==> src/design/i2cbm_pkg.sv <==
// Shared types and constants for the I2C bus master sequencer.
package i2cbm_pkg;

  localparam int unsigned UNIT_W   = 16;
  localparam int unsigned DELAY_W  = 18;
  localparam logic [UNIT_W-1:0] UNIT_TICKS_RESET = 16'd100;
  localparam logic [7:0] ACK_POLL_LIMIT = 8'd250;
  localparam logic [7:0] TX_MSB_MASK = 8'h80;

  localparam logic [2:0] CMD_NONE  = 3'd0;
  localparam logic [2:0] CMD_START = 3'd1;
  localparam logic [2:0] CMD_STOP  = 3'd2;
  localparam logic [2:0] CMD_WRITE = 3'd3;
  localparam logic [2:0] CMD_WACK  = 3'd4;
  localparam logic [2:0] CMD_READ  = 3'd5;

  typedef enum logic [3:0] {
    PH_IDLE,
    PH_S1,
    PH_S2,
    PH_P1,
    PH_P2,
    PH_W1,
    PH_W2,
    PH_W3,
    PH_A1,
    PH_A2,
    PH_R1,
    PH_R2,
    PH_K1,
    PH_K2
  } phase_t;

  typedef struct packed {
    phase_t             phase;
    logic [2:0]         bit_count;
    logic [7:0]         shift_reg;
    logic [DELAY_W-1:0] delay_count;
    logic [7:0]         poll_count;
    logic               scl;
    logic               sda;
    logic               fail;
    logic [7:0]         rx_hold;
    logic               ack_sel;
  } seq_state_t;

  localparam seq_state_t SEQ_STATE_RESET = '{
    phase:       PH_IDLE,
    bit_count:   3'd0,
    shift_reg:   8'd0,
    delay_count: '0,
    poll_count:  8'd0,
    scl:         1'b1,
    sda:         1'b1,
    fail:        1'b0,
    rx_hold:     8'd0,
    ack_sel:     1'b0
  };

endpackage

==> src/design/i2cbm_in_if.sv <==
// Input channel: one tick per beat, with an optional command.
interface i2cbm_in_if;
  logic       valid;
  logic       ready;
  logic [2:0] cmd;
  logic [7:0] tx_byte;
  logic       send_ack;
  logic       sda_in;

  modport source (output valid, cmd, tx_byte, send_ack, sda_in, input ready);
  modport sink   (input valid, cmd, tx_byte, send_ack, sda_in, output ready);
endinterface

==> src/design/i2cbm_out_if.sv <==
// Result channel: bus pin levels and status after each tick.
interface i2cbm_out_if;
  logic       valid;
  logic       ready;
  logic       scl_level;
  logic       sda_release;
  logic       busy_res;
  logic       done_res;
  logic [7:0] rx_byte;
  logic       ack_failed;

  modport source (output valid, scl_level, sda_release, busy_res, done_res, rx_byte,
                  ack_failed, input ready);
  modport sink   (input valid, scl_level, sda_release, busy_res, done_res, rx_byte,
                  ack_failed, output ready);
endinterface

==> src/design/i2cbm_cfg_if.sv <==
// Configuration write channel carrying the delay unit length in ticks.
interface i2cbm_cfg_if;
  logic        valid;
  logic        ready;
  logic [15:0] unit_ticks;

  modport source (output valid, unit_ticks, input ready);
  modport sink   (input valid, unit_ticks, output ready);
endinterface

==> src/design/i2cbm_step.sv <==
// Next-state logic of the sequencer for one tick.
module i2cbm_step (
  input  i2cbm_pkg::seq_state_t          cur,
  input  logic [i2cbm_pkg::UNIT_W-1:0]   unit_ticks,
  input  logic [2:0]                     cmd,
  input  logic [7:0]                     tx_byte,
  input  logic                           send_ack,
  input  logic                           sda_in,
  output i2cbm_pkg::seq_state_t          nxt,
  output logic                           done
);

  logic [i2cbm_pkg::UNIT_W-1:0]  u_eff;
  logic [i2cbm_pkg::DELAY_W-1:0] w1, w2, w4;
  logic [i2cbm_pkg::DELAY_W-1:0] dc_dec;
  logic [7:0]                    tx_sh;

  always_comb begin
    u_eff = (unit_ticks == '0) ? {{(i2cbm_pkg::UNIT_W-1){1'b0}}, 1'b1} : unit_ticks;
    w1 = {2'b00, u_eff};
    w2 = {1'b0, u_eff, 1'b0};
    w4 = {u_eff, 2'b00};
    dc_dec = (cur.delay_count != '0) ? cur.delay_count - 1'b1 : cur.delay_count;
    tx_sh = '0;

    nxt  = cur;
    done = 1'b0;

    if (cur.phase == i2cbm_pkg::PH_IDLE) begin
      nxt.bit_count = 3'd0;
      case (cmd)
        i2cbm_pkg::CMD_START: begin
          nxt.sda = 1'b1;
          nxt.scl = 1'b1;
          nxt.delay_count = w4;
          nxt.phase = i2cbm_pkg::PH_S1;
        end
        i2cbm_pkg::CMD_STOP: begin
          nxt.scl = 1'b0;
          nxt.sda = 1'b0;
          nxt.delay_count = w4;
          nxt.phase = i2cbm_pkg::PH_P1;
        end
        i2cbm_pkg::CMD_WRITE: begin
          // first bit goes out right away, MSB first
          nxt.scl = 1'b0;
          nxt.sda = |(tx_byte & i2cbm_pkg::TX_MSB_MASK);
          nxt.shift_reg = {tx_byte[6:0], 1'b0};
          nxt.delay_count = w2;
          nxt.phase = i2cbm_pkg::PH_W1;
        end
        i2cbm_pkg::CMD_WACK: begin
          nxt.fail = 1'b0;
          nxt.poll_count = 8'd0;
          nxt.sda = 1'b1;
          nxt.delay_count = w1;
          nxt.phase = i2cbm_pkg::PH_A1;
        end
        i2cbm_pkg::CMD_READ: begin
          nxt.shift_reg = 8'd0;
          nxt.ack_sel = send_ack;
          nxt.sda = 1'b1;
          nxt.scl = 1'b0;
          nxt.delay_count = w2;
          nxt.phase = i2cbm_pkg::PH_R1;
        end
        default: begin
          nxt.bit_count = 3'd0;
        end
      endcase
    end else begin
      nxt.delay_count = dc_dec;
      if (dc_dec == '0) begin
        case (cur.phase)
          i2cbm_pkg::PH_S1: begin
            nxt.sda = 1'b0;
            nxt.delay_count = w4;
            nxt.phase = i2cbm_pkg::PH_S2;
          end
          i2cbm_pkg::PH_S2: begin
            nxt.scl = 1'b0;
            done = 1'b1;
          end
          i2cbm_pkg::PH_P1: begin
            nxt.scl = 1'b1;
            nxt.sda = 1'b1;
            nxt.delay_count = w4;
            nxt.phase = i2cbm_pkg::PH_P2;
          end
          i2cbm_pkg::PH_P2: begin
            done = 1'b1;
          end
          i2cbm_pkg::PH_W1: begin
            nxt.scl = 1'b1;
            nxt.delay_count = w2;
            nxt.phase = i2cbm_pkg::PH_W2;
          end
          i2cbm_pkg::PH_W2: begin
            nxt.scl = 1'b0;
            nxt.delay_count = w2;
            nxt.phase = i2cbm_pkg::PH_W3;
          end
          i2cbm_pkg::PH_W3: begin
            if (cur.bit_count == 3'd7) begin
              done = 1'b1;
            end else begin
              tx_sh = cur.shift_reg;
              nxt.bit_count = cur.bit_count + 3'd1;
              nxt.sda = |(tx_sh & i2cbm_pkg::TX_MSB_MASK);
              nxt.shift_reg = {tx_sh[6:0], 1'b0};
              nxt.delay_count = w2;
              nxt.phase = i2cbm_pkg::PH_W1;
            end
          end
          i2cbm_pkg::PH_A1: begin
            nxt.scl = 1'b1;
            nxt.delay_count = w1;
            nxt.phase = i2cbm_pkg::PH_A2;
          end
          i2cbm_pkg::PH_A2: begin
            if (!sda_in) begin
              nxt.scl = 1'b0;
              nxt.fail = 1'b0;
              done = 1'b1;
            end else if (cur.poll_count >= i2cbm_pkg::ACK_POLL_LIMIT) begin
              // timed out: flag and run a full stop
              nxt.fail = 1'b1;
              nxt.scl = 1'b0;
              nxt.sda = 1'b0;
              nxt.delay_count = w4;
              nxt.phase = i2cbm_pkg::PH_P1;
            end else begin
              nxt.poll_count = cur.poll_count + 8'd1;
              nxt.delay_count = w1;
              nxt.phase = i2cbm_pkg::PH_A2;
            end
          end
          i2cbm_pkg::PH_R1: begin
            nxt.scl = 1'b1;
            nxt.shift_reg = {cur.shift_reg[6:0], sda_in};
            nxt.delay_count = w1;
            nxt.phase = i2cbm_pkg::PH_R2;
          end
          i2cbm_pkg::PH_R2: begin
            nxt.scl = 1'b0;
            nxt.delay_count = w2;
            if (cur.bit_count == 3'd7) begin
              nxt.sda = ~cur.ack_sel;
              nxt.phase = i2cbm_pkg::PH_K1;
            end else begin
              nxt.bit_count = cur.bit_count + 3'd1;
              nxt.phase = i2cbm_pkg::PH_R1;
            end
          end
          i2cbm_pkg::PH_K1: begin
            nxt.scl = 1'b1;
            nxt.delay_count = w2;
            nxt.phase = i2cbm_pkg::PH_K2;
          end
          i2cbm_pkg::PH_K2: begin
            nxt.scl = 1'b0;
            nxt.rx_hold = cur.shift_reg;
            done = 1'b1;
          end
          default: begin
            done = 1'b1;
          end
        endcase
        if (done) begin
          nxt.phase = i2cbm_pkg::PH_IDLE;
          nxt.delay_count = '0;
        end
      end
    end
  end

endmodule

==> src/design/i2c_bus_master_sequencer_top.sv <==
// Top level of the byte-level I2C bus master sequencer.
//
// Usage: every beat on in_if is one tick of the bus sequencer. While the
// sequencer is idle a beat may carry a command (start, stop, write byte,
// wait ack, read byte); commands on beats that arrive while busy are dropped.
// sda_in is the sampled SDA level for that tick. Each accepted beat yields
// exactly one beat on out_if with the SCL and SDA pin levels, busy and done
// status, the last read byte and the wait-ack failure flag.
// The result of a beat is registered and presented on out_if in the cycle
// after the beat is accepted. Throughput: one beat per cycle while out_if
// takes results; the single result register accepts a new beat in the same
// cycle its held result is taken. Stall: while out_if.ready is low and a result
// is held, in_if.ready drops and the sequencer state holds, so no tick is lost or repeated.
// cfg_if writes the delay unit length in ticks (zero acts as one); write it
// only while the sequencer is idle. cfg_if.ready is always high.
// Reset: synchronous on rst_n low; SCL and SDA released high, state idle,
// unit length 100 ticks, no result pending.
module i2c_bus_master_sequencer_top (
  input  logic          clk,
  input  logic          rst_n,
  i2cbm_in_if.sink      in_if,
  i2cbm_out_if.source   out_if,
  i2cbm_cfg_if.sink     cfg_if
);

  i2cbm_pkg::seq_state_t          st_r, st_nxt;
  logic [i2cbm_pkg::UNIT_W-1:0]   unit_ticks_r;
  logic                           out_valid_r;
  logic                           done_nxt;
  logic                           done_r;
  logic                           in_fire;

  assign in_if.ready  = ~out_valid_r | out_if.ready;
  assign in_fire      = in_if.valid & in_if.ready;
  assign cfg_if.ready = 1'b1;

  i2cbm_step u_step (
    .cur        (st_r),
    .unit_ticks (unit_ticks_r),
    .cmd        (in_if.cmd),
    .tx_byte    (in_if.tx_byte),
    .send_ack   (in_if.send_ack),
    .sda_in     (in_if.sda_in),
    .nxt        (st_nxt),
    .done       (done_nxt)
  );

  always_ff @(posedge clk) begin
    if (!rst_n) begin
      unit_ticks_r <= i2cbm_pkg::UNIT_TICKS_RESET;
    end else if (cfg_if.valid) begin
      unit_ticks_r <= cfg_if.unit_ticks;
    end
  end

  // advance the sequencer one tick per accepted beat
  always_ff @(posedge clk) begin
    if (!rst_n) begin
      st_r        <= i2cbm_pkg::SEQ_STATE_RESET;
      done_r      <= 1'b0;
      out_valid_r <= 1'b0;
    end else begin
      if (in_fire) begin
        st_r   <= st_nxt;
        done_r <= done_nxt;
      end
      if (in_fire) begin
        out_valid_r <= 1'b1;
      end else if (out_if.ready) begin
        out_valid_r <= 1'b0;
      end
    end
  end

  assign out_if.valid       = out_valid_r;
  assign out_if.scl_level   = st_r.scl;
  assign out_if.sda_release = st_r.sda;
  assign out_if.busy_res    = (st_r.phase != i2cbm_pkg::PH_IDLE);
  assign out_if.done_res    = done_r;
  assign out_if.rx_byte     = st_r.rx_hold;
  assign out_if.ack_failed  = st_r.fail;

endmodule
==> src/flat_wrapper.sv <==
// flat-port wrapper written by rule: the top's interface ports become plain ports
module i2c_bus_master_sequencer_top_flat 
  (clk, rst_n, in_if_valid, in_if_cmd, in_if_tx_byte, in_if_send_ack, in_if_sda_in, in_if_ready, out_if_valid, out_if_scl_level, out_if_sda_release, out_if_busy_res, out_if_done_res, out_if_rx_byte, out_if_ack_failed, out_if_ready, cfg_if_valid, cfg_if_unit_ticks, cfg_if_ready);
  i2cbm_in_if in_if_i ();
  i2cbm_out_if out_if_i ();
  i2cbm_cfg_if cfg_if_i ();
  input  logic clk;
  input  logic rst_n;
  input wire logic [$bits(in_if_i.valid)-1:0] in_if_valid;
  input wire logic [$bits(in_if_i.cmd)-1:0] in_if_cmd;
  input wire logic [$bits(in_if_i.tx_byte)-1:0] in_if_tx_byte;
  input wire logic [$bits(in_if_i.send_ack)-1:0] in_if_send_ack;
  input wire logic [$bits(in_if_i.sda_in)-1:0] in_if_sda_in;
  output wire logic [$bits(in_if_i.ready)-1:0] in_if_ready;
  output wire logic [$bits(out_if_i.valid)-1:0] out_if_valid;
  output wire logic [$bits(out_if_i.scl_level)-1:0] out_if_scl_level;
  output wire logic [$bits(out_if_i.sda_release)-1:0] out_if_sda_release;
  output wire logic [$bits(out_if_i.busy_res)-1:0] out_if_busy_res;
  output wire logic [$bits(out_if_i.done_res)-1:0] out_if_done_res;
  output wire logic [$bits(out_if_i.rx_byte)-1:0] out_if_rx_byte;
  output wire logic [$bits(out_if_i.ack_failed)-1:0] out_if_ack_failed;
  input wire logic [$bits(out_if_i.ready)-1:0] out_if_ready;
  input wire logic [$bits(cfg_if_i.valid)-1:0] cfg_if_valid;
  input wire logic [$bits(cfg_if_i.unit_ticks)-1:0] cfg_if_unit_ticks;
  output wire logic [$bits(cfg_if_i.ready)-1:0] cfg_if_ready;
  assign in_if_i.valid = in_if_valid;
  assign in_if_i.cmd = in_if_cmd;
  assign in_if_i.tx_byte = in_if_tx_byte;
  assign in_if_i.send_ack = in_if_send_ack;
  assign in_if_i.sda_in = in_if_sda_in;
  assign in_if_ready = in_if_i.ready;
  assign out_if_valid = out_if_i.valid;
  assign out_if_scl_level = out_if_i.scl_level;
  assign out_if_sda_release = out_if_i.sda_release;
  assign out_if_busy_res = out_if_i.busy_res;
  assign out_if_done_res = out_if_i.done_res;
  assign out_if_rx_byte = out_if_i.rx_byte;
  assign out_if_ack_failed = out_if_i.ack_failed;
  assign out_if_i.ready = out_if_ready;
  assign cfg_if_i.valid = cfg_if_valid;
  assign cfg_if_i.unit_ticks = cfg_if_unit_ticks;
  assign cfg_if_ready = cfg_if_i.ready;
  i2c_bus_master_sequencer_top u_core (.clk(clk), .rst_n(rst_n), .in_if(in_if_i), .out_if(out_if_i), .cfg_if(cfg_if_i));
endmodule
==> config.mk <==
export PLATFORM = sky130hd
export DESIGN_NAME = i2c_bus_master_sequencer_top_flat
export DESIGN_NICKNAME = d
export VERILOG_FILES = /design/src/design/i2cbm_pkg.sv /design/src/design/i2cbm_in_if.sv /design/src/design/i2cbm_out_if.sv /design/src/design/i2cbm_cfg_if.sv /design/src/design/i2cbm_step.sv /design/src/design/i2c_bus_master_sequencer_top.sv /design/src/flat_wrapper.sv
export SDC_FILE = /design/constraint.sdc
export NUM_CORES = 1
export LEC_CHECK = 0
export BUFFER_PORTS_ARGS = -buffer_cell sky130_fd_sc_hd__buf_2
export CAP_MARGIN = 20
export CORE_AREA = 5 5 128 130
export DETAILED_ROUTE_END_ITERATION = 10
export DIE_AREA = 0 0 133 135
export PLACE_DENSITY = 0.5
export SLEW_MARGIN = 20
export SYNTH_ARGS = -nofsm -noshare
export SYNTH_HDL_FRONTEND = slang
export SYNTH_SLANG_ARGS = --single-unit
export TNS_END_PERCENT = 50
==> constraint.sdc <==
create_clock -name clk -period 4.4 [get_ports clk]
set_clock_uncertainty 0.2 [all_clocks]
set_input_delay 0.44 -clock clk [delete_from_list [all_inputs] [get_ports clk]]
set_output_delay 0.44 -clock clk [all_outputs]
set_load 0.02 [all_outputs]
# Word-level counts from Yosys, hierarchy flattened
# Cells that the tools add are included.
# Widths: inputs -> output; s select.
# word_totals
n_memories	0
reg_bits	71
rom_bits	0
output_inout_bits	16
latch_bits	0
word_cells	135
mem_bits_rw	0
# classes
add_sub_neg	3
n_div	0
n_bitwise	5
magnitude_cmp	1
multipliers	0
n_reduce_logical	34
shifts	0
mux	45
eq_ne	34
# ops
operator	n
$pmux 18 s5	1
$mux 18	3
$pmux 18 s3	1
$mux 52	1
$mux 44	1
$pmux 4 s10	1
$mux 33	1
$mux 8	4
$pmux 8 s2	2
$mux 26	1
$eq 4x4->1 const B	6
$pmux 4 s5	1
$reduce_and 5->1	4
$logic_not 18->1	1
$reduce_bool 18->1	1
$sub 18x1->18 const B	1
$logic_not 16->1	1
$mux 16	1
$mux 1	15
$ne 3x3->1 const B	5
$eq 4x3->1 const B	3
$mux 4	3
$ne 4x4->1 const B	3
$reduce_and 6->1	2
other kinds (38)	59

# Logic depth before layout (Yosys ltp)
# Gate-level depths: netlist of the first run.
# logic_depth
depth_word	8
ltp_mapped	13
ltp_nobuf	10

# Hierarchy
# From an unflattened synthesis of the first run, not the netlist that was laid out.
# hier_totals
hier_cells	842
hier_area_um2	6207.2
# modules_own_cells
mod	n_inst	area_per_inst_um2	seq_area_each_um2	cells_per_inst
i2cbm_step	1	3281.9	0.0	540
i2c_bus_master_sequencer_top	1	2925.3	1421.4	302

# Least setup slack after synthesis of the first run
# No wires, ideal clock.
# synth_timing
kind	reg2reg
startpoint	reg u_core.st_r[20] (netlist bit)
endpoint	reg u_core.st_r (netlist bit u_core.out_if.rx_byte[0])
setup_slack_ns	0.641
synth_period_minus_slack_ns	3.759
path_stages_with_launch	13
setup_ns	0.128
required_time_ns	4.072
arrival_ns	3.432
path_buffers	2
path_cell_list	dfxtp_1 > inv_1 > ha_1 > or3b_2 > clkbuf_1 > a21oi_1 > o2111ai_1 > or4b_1 > or4_1 > buf_2 > nor4_4 > mux2i_1 > nor2_1
# synth_between
elab_chain_cells	4
elab_cells_between_ends	5
classes_between	add/sub: 1; mux: 1; reduce/logical: 3
# synth_rtl
item	line	rtl
from (decl)	i2c_bus_master_sequencer_top.sv:26	i2cbm_pkg::seq_state_t st_r, st_nxt;
from (signal assigned)	i2c_bus_master_sequencer_top.sv:59	st_r <= i2cbm_pkg::SEQ_STATE_RESET;
from (signal assigned)	i2c_bus_master_sequencer_top.sv:64	st_r <= st_nxt;
$sub 18x1->18 or $reduce_bool 18->1 (tied branches)	i2cbm_step.sv:23	dc_dec = (cur.delay_count != '0) ? cur.delay_count - 1'b1 : cur.delay_count;
$mux 18 *	i2cbm_step.sv:23	
$logic_not 18->1 *	i2cbm_step.sv:73	if (dc_dec == '0) begin
$reduce_and 4->1 (no source line) *	-	
# Mark *: on every way between the ends. The rest lies on a longest branch, timed or not.
# A chain may end at the register's enable or synchronous reset.

# Worst setup path in the final report of the first run
# layout_timing
startpoint	reg u_core.st_r[20] (netlist bit)
endpoint	reg u_core.st_r[41] (netlist bit)
# layout_between
elab_chain_cells	5
elab_cells_between_ends	6
classes_between	add/sub: 1; mux: 1; reduce/logical: 4
# layout_rtl
item	line
$sub 18x1->18 or $reduce_bool 18->1 (tied branches)	i2cbm_step.sv:23
$mux 18 *	i2cbm_step.sv:23
$logic_not 18->1 *	i2cbm_step.sv:73
$reduce_bool 2->1 (no source line) *	-
$reduce_and 5->1 (no source line) *	-
# Marks and branches as above.

==> flow_summary.toml, run 1 <==
[layout]
drive_gt1_frac = 0.141
syn2layout_area_growth_pct = 11.9
antenna_cells = 0
final_nets = 753
fillCellCount = 1570
final_cell_area_um2 = 5810

[cts]
cts_sinks = 71
holdBufCountCts = 0
clock_latency_ps = 350
h-tree-depth = 3
ctsRootBufferMaster = "clkbuf_16"
cts_buffers = 9
path_clk_slew_ps = 70
post_cts_buffers = 0
cts_tree = "built"
cts.repair.resized = 0
cts_max_path_buffers = 2

[logic_synthesis]
synth_fa_ha_area_frac = 0.0145
synth_xor_area_frac = 0.0169
syn-instance-count = 712
synthSimpleGateAreaFrac = 0.223
yosys_warnings = 0
synth_edf_count = 0
ys_ff_latch = 71
syn_area_um2 = 5190
synth.area.mux_share = 0.0600
syn_area_per_cell_um2 = 7.29
syn_nets = 752
synth_seq_area_share = 0.274
synth_flop_cell = "dfxtp_1"
synth_top_family_by_area = "compound AO/OA/AOI/OAI gates"
synth_cell_type_count = 71
synth_compound_area_frac = 0.325
ys_async_sr_fraction = 0

[power]
cellPowerDensity_nw_per_um2 = 410
p_total_mw = 2.38
ir_drop_v = 0.000165
p_leak_nw = 2.20

[worst_setup_path]
r2r-end = "u_core.st_r[41]"
crit_path_start_kind = "flip-flop"
cp.required_ps = 4440
r2r_slack_ps = 320
crit_end = "u_core.st_r[41]"
timing.rr.start = "u_core.st_r[20]"
worstPathArrival_ps = 4120
reg2reg_depth = 11
crit_type = "flip-flop to flip-flop"
startpoint = "u_core.st_r[20]"
cp_max_fo = 9
cp-end-kind = "flip-flop"

[grt]
grt_usage = 0.194
grt_pass1_vias = 5219
antenna_found_initial = 0
overflow = 0
grt_pass1_wl_um = 28500
grt_max_degree = 44

[placement]
dpl_cell_area_um2 = 5500
port_buffers = 48
place_ws_ps = 394
dp_hpwl_um = 12300
gp_congestion = 0.958

[floorplan]
die_w_um = 133
pin_count = 50
fp.dieArea_um2 = 18000
rows = 45
core_um2 = 15000
fp.dieH_um = 135
start_util = 0.345

[timing]
min_period_ps = 4080
fin_crit_sh = 0.928
tns_ps = 0
fmax_mhz = 245
final.hold.worst_slack_ps = 116
worst_pin_slew_ps = 868
hold_violations = 0
relSlewSlack = 0.421
setup_viol = 0
rsz0062_at_grt = "false"
slew_viol_final = 0
setup_ws_ps = 316

[drt]
vias = 5537
ant_nets = 0
vias_per_cell = 6.11
wirelength_um = 17400
drt_iter0_markers = 651
first_pass_iters = 5
drc = 0
route.detailed.wl_per_inst_um = 19.2

[run]
max-cap-violations = 0

[hold_path]
hold_class = "primary input to flip-flop"

[outcome]
outcome = "complete, no violations"
routing by layer:
metal	up-vias	track usage	routed length [µm]
met5	-	0	0
met4	0	0.0722	350
met3	27	0.0350	1170
met2	227	0.319	8190
met1	2624	0.254	7710
li1	2659	-	-
cell usage after synthesis, drive strengths merged (3+ instances only):
| cell type | count | area share |
|---|---|---|
| a211oi | 12 | 0.017 |
| a21oi | 73 | 0.071 |
| a221o | 4 | 0.0077 |
| a221oi | 10 | 0.017 |
| a222oi | 12 | 0.023 |
| a22o | 10 | 0.017 |
| a22oi | 8 | 0.012 |
| a31oi | 13 | 0.016 |
| a32o | 3 | 0.0058 |
| a41oi | 5 | 0.0084 |
| and2 | 5 | 0.0060 |
| buf | 18 | 0.023 |
| clkbuf | 65 | 0.047 |
| dfxtp | 71 | 0.27 |
| ha | 6 | 0.014 |
| inv | 22 | 0.016 |
| mux2i | 30 | 0.058 |
| nand2 | 58 | 0.042 |
| nand2b | 7 | 0.0084 |
| nand3 | 14 | 0.013 |
| nand4 | 4 | 0.0048 |
| nor2 | 78 | 0.058 |
| nor2b | 3 | 0.0036 |
| nor3 | 20 | 0.021 |
| nor3b | 3 | 0.0043 |
| nor4 | 14 | 0.021 |
| o2111ai | 5 | 0.0084 |
| o211ai | 7 | 0.010 |
| o21ai | 52 | 0.050 |
| o22ai | 10 | 0.012 |
| o31a | 3 | 0.0051 |
| o31ai | 7 | 0.011 |
| o41ai | 4 | 0.0067 |
| or3 | 8 | 0.0096 |
| or4 | 7 | 0.011 |
| xnor2 | 6 | 0.010 |
| xor2 | 4 | 0.0067 |
placed cells by master (no fill, tap or decap), types with 7 or more instances in the layout:
master	instances
a211oi_1	12
a22oi_1	8
nor3_1	19
nor2_1	77
a221oi_1	10
o211ai_1	7
buf_4	25
inv_1	22
a22o_1	10
clkbuf_16	9
a222oi_1	12
buf_2	48
nand3_1	14
nand2_1	58
or3_1	8
o21ai_0	52
a21oi_1	72
a31oi_1	13
nor4_1	11
nand2b_1	7
o22ai_1	10
dfxtp_1	71
mux2i_1	30
registers in the layout (all words and copies together), names as in the netlist:
name	flops
u_core.unit_ticks_r	16
u_core.out_if.rx_byte	8
u_core.out_if.valid	1
u_core.out_if.sda_release	1
u_core.out_if.scl_level	1
u_core.out_if.ack_failed	1
u_core.out_if.done_res	1
u_core.st_r	42
cell type report:
type                       instances  area (µm²)  area share
multi-input combinational        535        3330       0.573
sequential                        71        1420       0.245
timing repair buffer              73         428      0.0737
tap                              188         235      0.0405
clock buffer                       9         225      0.0388
clock inverter                     7        86.3      0.0149
inverter                          23        86.3      0.0149
cells by family after synthesis:
group	after synthesis
other	1
flip-flops	71
AND/OR/NAND/NOR	233
XOR/XNOR	10
adder cells (fa/ha/maj)	6
buffers and inverters	106
AO/OA/AOI/OAI	254
multiplexers	31
report_power, final:
group / total [mW] / switching [mW] / internal (mW)
combinational: 0.835 / 0.532 / 0.304
clock: 0.776 / 0.324 / 0.452
sequential: 0.770 / 0.0830 / 0.686
total: 2.38 / 0.939 / 1.44
how the worst min path moves through the flow:
stage / start / endpoint / slack, ps / depth (start not counted)
detailed placement: u_core.out_if.done_res / u_core.out_if.done_res / 250 / 2
global placement: u_core.out_if.done_res / u_core.out_if.done_res / 240 / 2
floorplan: u_core.st_r[19] / u_core.st_r[19] / 240 / 2
finish: cfg_if_unit_ticks[2] / u_core.unit_ticks_r[2] / 120 / 3
CTS: cfg_if_unit_ticks[2] / u_core.unit_ticks_r[2] / 110 / 3
global route: cfg_if_unit_ticks[2] / u_core.unit_ticks_r[2] / 140 / 3
worst max-delay path, stage by stage, from the launching register on:
cell,delay [ps]
dfxtp_1,340
inv_1,140
ha_1,180
or4b_1,540
or3_1,480
o31a_1,370
or3_1,360
nor4_1,570
buf_4,230
a21oi_1,200
a221oi_1,300
nor2_1,80
stage by stage:
stage | cells | util
3_3_place_gp | 890 | 0.366
4_1_cts | 906 | 0.386
2_1_floorplan | 712 | -
3_5_place_dp | 890 | 0.366
5_1_grt | 906 | 0.386
6_report | 906 | 0.386
Note: power is estimated with default switching activity, not from simulation.
==> run 2: changes to the inputs <==
- PLACE_DENSITY: 0.5 -> 0.52
- clock period: 4.4 -> 3.5 ns (I/O delays scaled with it)
==> run 2 against run 1 <==
The run now ends with setup timing left. Sequential power is 22% higher. Sequential share of layout area is 3.1 points lower. Non-clock buffer count is 78 higher. First-iteration DRC count is 2.8% higher. Via count is 6.7% higher. Total power is 41% higher.
==> flow_summary.toml, run 2 (synthesized netlist as in run 1, its figures left out) <==
[outcome]
outcome = "complete, but fails checks"
violations = "setup timing"

[drt]
drt_iter0_markers = 669
ant_nets = 0
route.detailed.wl_per_inst_um = 19.5
vias = 5910
drc = 0
vias_per_cell = 6.01
wirelength_um = 19200
first_pass_iters = 7

[timing]
final.hold.worst_slack_ps = 33.2
fmax_mhz = 276
setup_viol = 29
rsz0062_at_grt = "true"
relSlewSlack = 0.337
slew_viol_final = 0
worst_pin_slew_ps = 990
setup_ws_ps = -121
fin_crit_sh = 1.03
min_period_ps = 3620
hold_violations = 0
tns_ps = -1630

[cts]
cts_max_path_buffers = 2
h-tree-depth = 3
cts_sinks = 71
clock_latency_ps = 350
path_clk_slew_ps = 60
cts_buffers = 9
ctsRootBufferMaster = "clkbuf_16"
cts_tree = "built"

[floorplan]
pin_count = 50
fp.dieArea_um2 = 18000
fp.dieH_um = 135
core_um2 = 15000
start_util = 0.345
die_w_um = 133
rows = 45

[placement]
dpl_cell_area_um2 = 6040
gp_congestion = 0.946
dpl.cell_count = 954
place_ws_ps = -405
port_buffers = 48
dp_hpwl_um = 13900

[layout]
largest_register_ff_count = 42
final_nets = 831
final_common_cell = "buf_4"
drive_gt1_frac = 0.263
final_cell_area_um2 = 6650
syn2layout_area_growth_pct = 28.1
top_register = "u_core.st_r"
antenna_cells = 0
final_cell_mix = "96 x buf_4, 76 x nor2_1, 69 x dfxtp_1"
fin_util = 0.443
final_cells = 984

[worst_setup_path]
crit_type = "flip-flop to flip-flop"
path_cells = "inv_2 > ha_4 > or4b_4 > o311ai_4 > nand3_1 > or4b_4 > or4_4 > buf_6 > buf_6 > or4_4 > a21oi_2"
critPathMaxStageDelay_ps = 560
cp-end-kind = "flip-flop"
cp_slowest_cell = "or4b_4"
crit_buf_inv = 3
cp.required_ps = 3570
crit_path_start_kind = "flip-flop"
cp_max_fo = 4
critPathTopFamily = "simple AND/OR/NAND/NOR gates"
worstPathArrival_ps = 3690

[power]
ir_drop_v = 0.000233
p_leak_nw = 2.66
cellPowerDensity_nw_per_um2 = 504
p_total_mw = 3.36

[grt]
grt_usage = 0.212
overflow = 0
grt_max_degree = 44
antenna_found_initial = 0
grt_pass1_vias = 5720
grt_pass1_wl_um = 30900

[hold_path]
hold_class = "primary input to flip-flop"

[run]
max-cap-violations = 0
## run 2: cell count changes in the layout (fill, tap and decap cells not counted), moves of 3 or more
| cell | previous run | this run |
|---|---|---|
| a21oi_1 | 72 | 68 |
| a21oi_2 | 1 | 4 |
| a221oi_1 | 10 | 5 |
| a221oi_2 | 0 | 5 |
| buf_4 | 25 | 96 |
| buf_6 | 0 | 5 |
## run 2: layout make-up
type,instances,area [µm²]
clock buffers,10,229
clock inverters,6,93.8
fillers,1530,8380
inverters,23,86.3
multi-input cells,535,3530
flip-flops and latches,71,1420
well taps,188,235
repair buffers,151,1060
## run 2: metal layers
layer	up-vias	track usage	routed length, µm
met5	-	0	0
met4	0	0.0906	537
met3	35	0.0287	1050
met2	242	0.342	8880
met1	2826	0.284	8710
li1	2807	-	-
## run 2: repair_timing
item | 4_1_cts | 5_1_grt
buffers inserted | 7 | 7
pin swaps | 13 | 9
endpoints found under the setup margin | 39 | 49
gates resized for setup | 25 | 14
hold buffers | 0 | 0
## run 2: power breakdown
part           switching (mW)  total, mW  internal (mW)
logic                   0.817       1.40          0.586
registers              0.0756      0.940          0.864
clock network           0.384       1.01          0.629
## run 2: worst paths after layout
kind,cells past startpoint,slack (ps),from,to
setup / recovery,11,-120,u_core.st_r[20],u_core.out_if.done_res
setup reg to reg,11,-120,u_core.st_r[20],u_core.out_if.done_res
hold reg to reg,2,270,u_core.st_r[19],u_core.st_r[19]
hold / removal,3,30,cfg_if_unit_ticks[5],u_core.unit_ticks_r[5]
## run 2: worst register-to-register path, delay by kind of cell (launching register included)
kind            cells  cell delay [ps]
buf+inv             3              380
fa+ha+maj           1              140
flops               1              330
compound gates      2              390
simple gates        5             2120
==> run 3: changes to the inputs <==
- BUFFER_PORTS_ARGS: -buffer_cell sky130_fd_sc_hd__buf_2 -> -buffer_cell sky130_fd_sc_hd__buf_4
- CORE_AREA: 5 5 128 130 -> 5 5 118 142
- DIE_AREA: 0 0 133 135 -> 0 0 123 147
==> run 3 against run 2 <==
The run still ends with setup timing left. Die area grew 0.70%. Critical endpoint is now u_core.out_if.rx_byte[4]. Critical path depth grew 1. Sequential share of layout area is essentially flat. Clock power is essentially flat. Cell area is essentially flat. Register-to-register slack gained 80 ps.
==> flow_summary.toml, run 3 (synthesized netlist as in run 1, its figures left out) <==
[timing]
relSlewSlack = 0.431
setup_ws_ps = -43.1
rsz0062_at_grt = "true"
final.hold.worst_slack_ps = 22.5
min_period_ps = 3540
fmax_mhz = 282
slew_viol_final = 0
worst_pin_slew_ps = 851
setup_viol = 8
hold_violations = 0
fin_crit_sh = 1.01

[hold_path]
hold_class = "primary input to flip-flop"

[outcome]
violations = "setup timing"
outcome = "complete, but fails checks"

[layout]
largest_register_ff_count = 42
syn2layout_area_growth_pct = 28.0
final_cell_area_um2 = 6650
final_cell_mix = "136 x buf_4, 76 x nor2_1, 69 x a21oi_1, 69 x dfxtp_1, 58 x nand2_1"
antenna_cells = 0
final_common_cell = "buf_4"
final_nets = 821
top_register = "u_core.st_r"
drive_gt1_frac = 0.246

[worst_setup_path]
path_cells = "inv_4 > ha_4 > or4b_4 > o311ai_4 > nand3_1 > or4b_4 > or4_4 > buf_6 > nor4_4 > buf_12 > mux2i_1 > nor2_1"
cp_slowest_cell = "or4b_4"
crit_buf_inv = 3
crit_path_start_kind = "flip-flop"
crit_type = "flip-flop to flip-flop"
cp.required_ps = 3520
worstPathArrival_ps = 3560
critPathTopFamily = "simple AND/OR/NAND/NOR gates"
critPathMaxStageDelay_ps = 560
cp_max_fo = 8
cp_common_cell = "or4b_4"
cp-end-kind = "flip-flop"

[cts]
cts_sinks = 71
ctsRootBufferMaster = "clkbuf_16"
clock_latency_ps = 340
cts_max_path_buffers = 2
cts_tree = "built"
path_clk_slew_ps = 60
cts_buffers = 9
h-tree-depth = 3

[drt]
vias = 5913
route.detailed.wl_per_inst_um = 19.0
wirelength_um = 18900
drc = 0
ant_nets = 0
first_pass_iters = 9
drt_iter0_markers = 469
vias_per_cell = 5.95

[floorplan]
rows = 50
fp.dieArea_um2 = 18100
die_w_um = 123
core_um2 = 15300
start_util = 0.339
fp.dieH_um = 147
pin_count = 50

[grt]
grt_max_degree = 44
grt_pass1_vias = 5821
antenna_found_initial = 0
grt_pass1_wl_um = 30700
grt_usage = 0.211
overflow = 0

[power]
p_leak_nw = 2.59
ir_drop_v = 0.000252
p_total_mw = 3.31
cellPowerDensity_nw_per_um2 = 498

[placement]
place_ws_ps = -212
gp_congestion = 0.940
dpl_cell_area_um2 = 6200
dp_hpwl_um = 13900
port_buffers = 48

[run]
max-cap-violations = 0
run 3: changes by cell type in the layout (fill, tap and decap cells not counted), moves of 2 or more:
cell | before | now
a211oi_2 | 0 | 2
a221oi_1 | 5 | 10
a221oi_2 | 5 | 0
buf_2 | 48 | 0
buf_4 | 96 | 136
buf_6 | 5 | 3
inv_2 | 2 | 0
inv_4 | 0 | 2
run 3: worst paths after layout:
| path | from | endpoint | slack (ps) | depth (start not counted) |
|---|---|---|---|---|
| worst max-delay path | u_core.st_r[21] | u_core.out_if.rx_byte[4] | -40 | 12 |
| worst min-delay path | cfg_if_unit_ticks[2] | u_core.unit_ticks_r[2] | 20 | 3 |
| worst max register to register | u_core.st_r[21] | u_core.out_if.rx_byte[4] | -40 | 12 |
| worst min register to register | u_core.out_if.done_res | u_core.out_if.done_res | 270 | 2 |
run 3: per-layer routing:
layer	share of wire	vias to the layer above	GRT usage
met4	0.026	0	0.0798
li1	-	2787	-
met1	0.43	2861	0.273
met2	0.49	226	0.348
met5	0	-	0
met3	0.060	39	0.0362
run 3: cell type report:
class | instances | area (µm²)
Fill cell | 1576 | 8680
Multi-Input combinational cell | 535 | 3450
Sequential cell | 71 | 1430
Timing Repair Buffer | 141 | 1090
Tap cell | 208 | 260
Clock buffer | 9 | 225
Clock inverter | 7 | 97.6
Inverter | 23 | 91.3
run 3: per-stage QoR:
stage	utilization	TNS, ps	instances
3_5_place_dp	0.404	-3500	976
4_1_cts	0.431	-191	994
3_3_place_gp	0.404	-2480	976
5_1_grt	0.434	-2280	994
6_report	0.434	-180	994
2_1_floorplan	-	-570	712
run 3: worst min-delay path: stages:
cell	delay [ps]
buf_4	80
mux2i_1	50
nand2_1	60
run 3: what timing repair did:
action | 4_1_cts | 5_1_grt
hold buffers | 0 | 0
endpoints found under the setup margin | 43 | 47
resized for setup | 16 | 13
pin swaps | 1 | 9
setup buffers | 2 | 0
run 3: power by group:
part	switching [mW]	leakage (nW)	internal (mW)
Clock	0.379	0.152	0.625
Sequential	0.0725	0.581	0.864
Combinational	0.777	1.86	0.595
Total	1.23	2.59	2.08
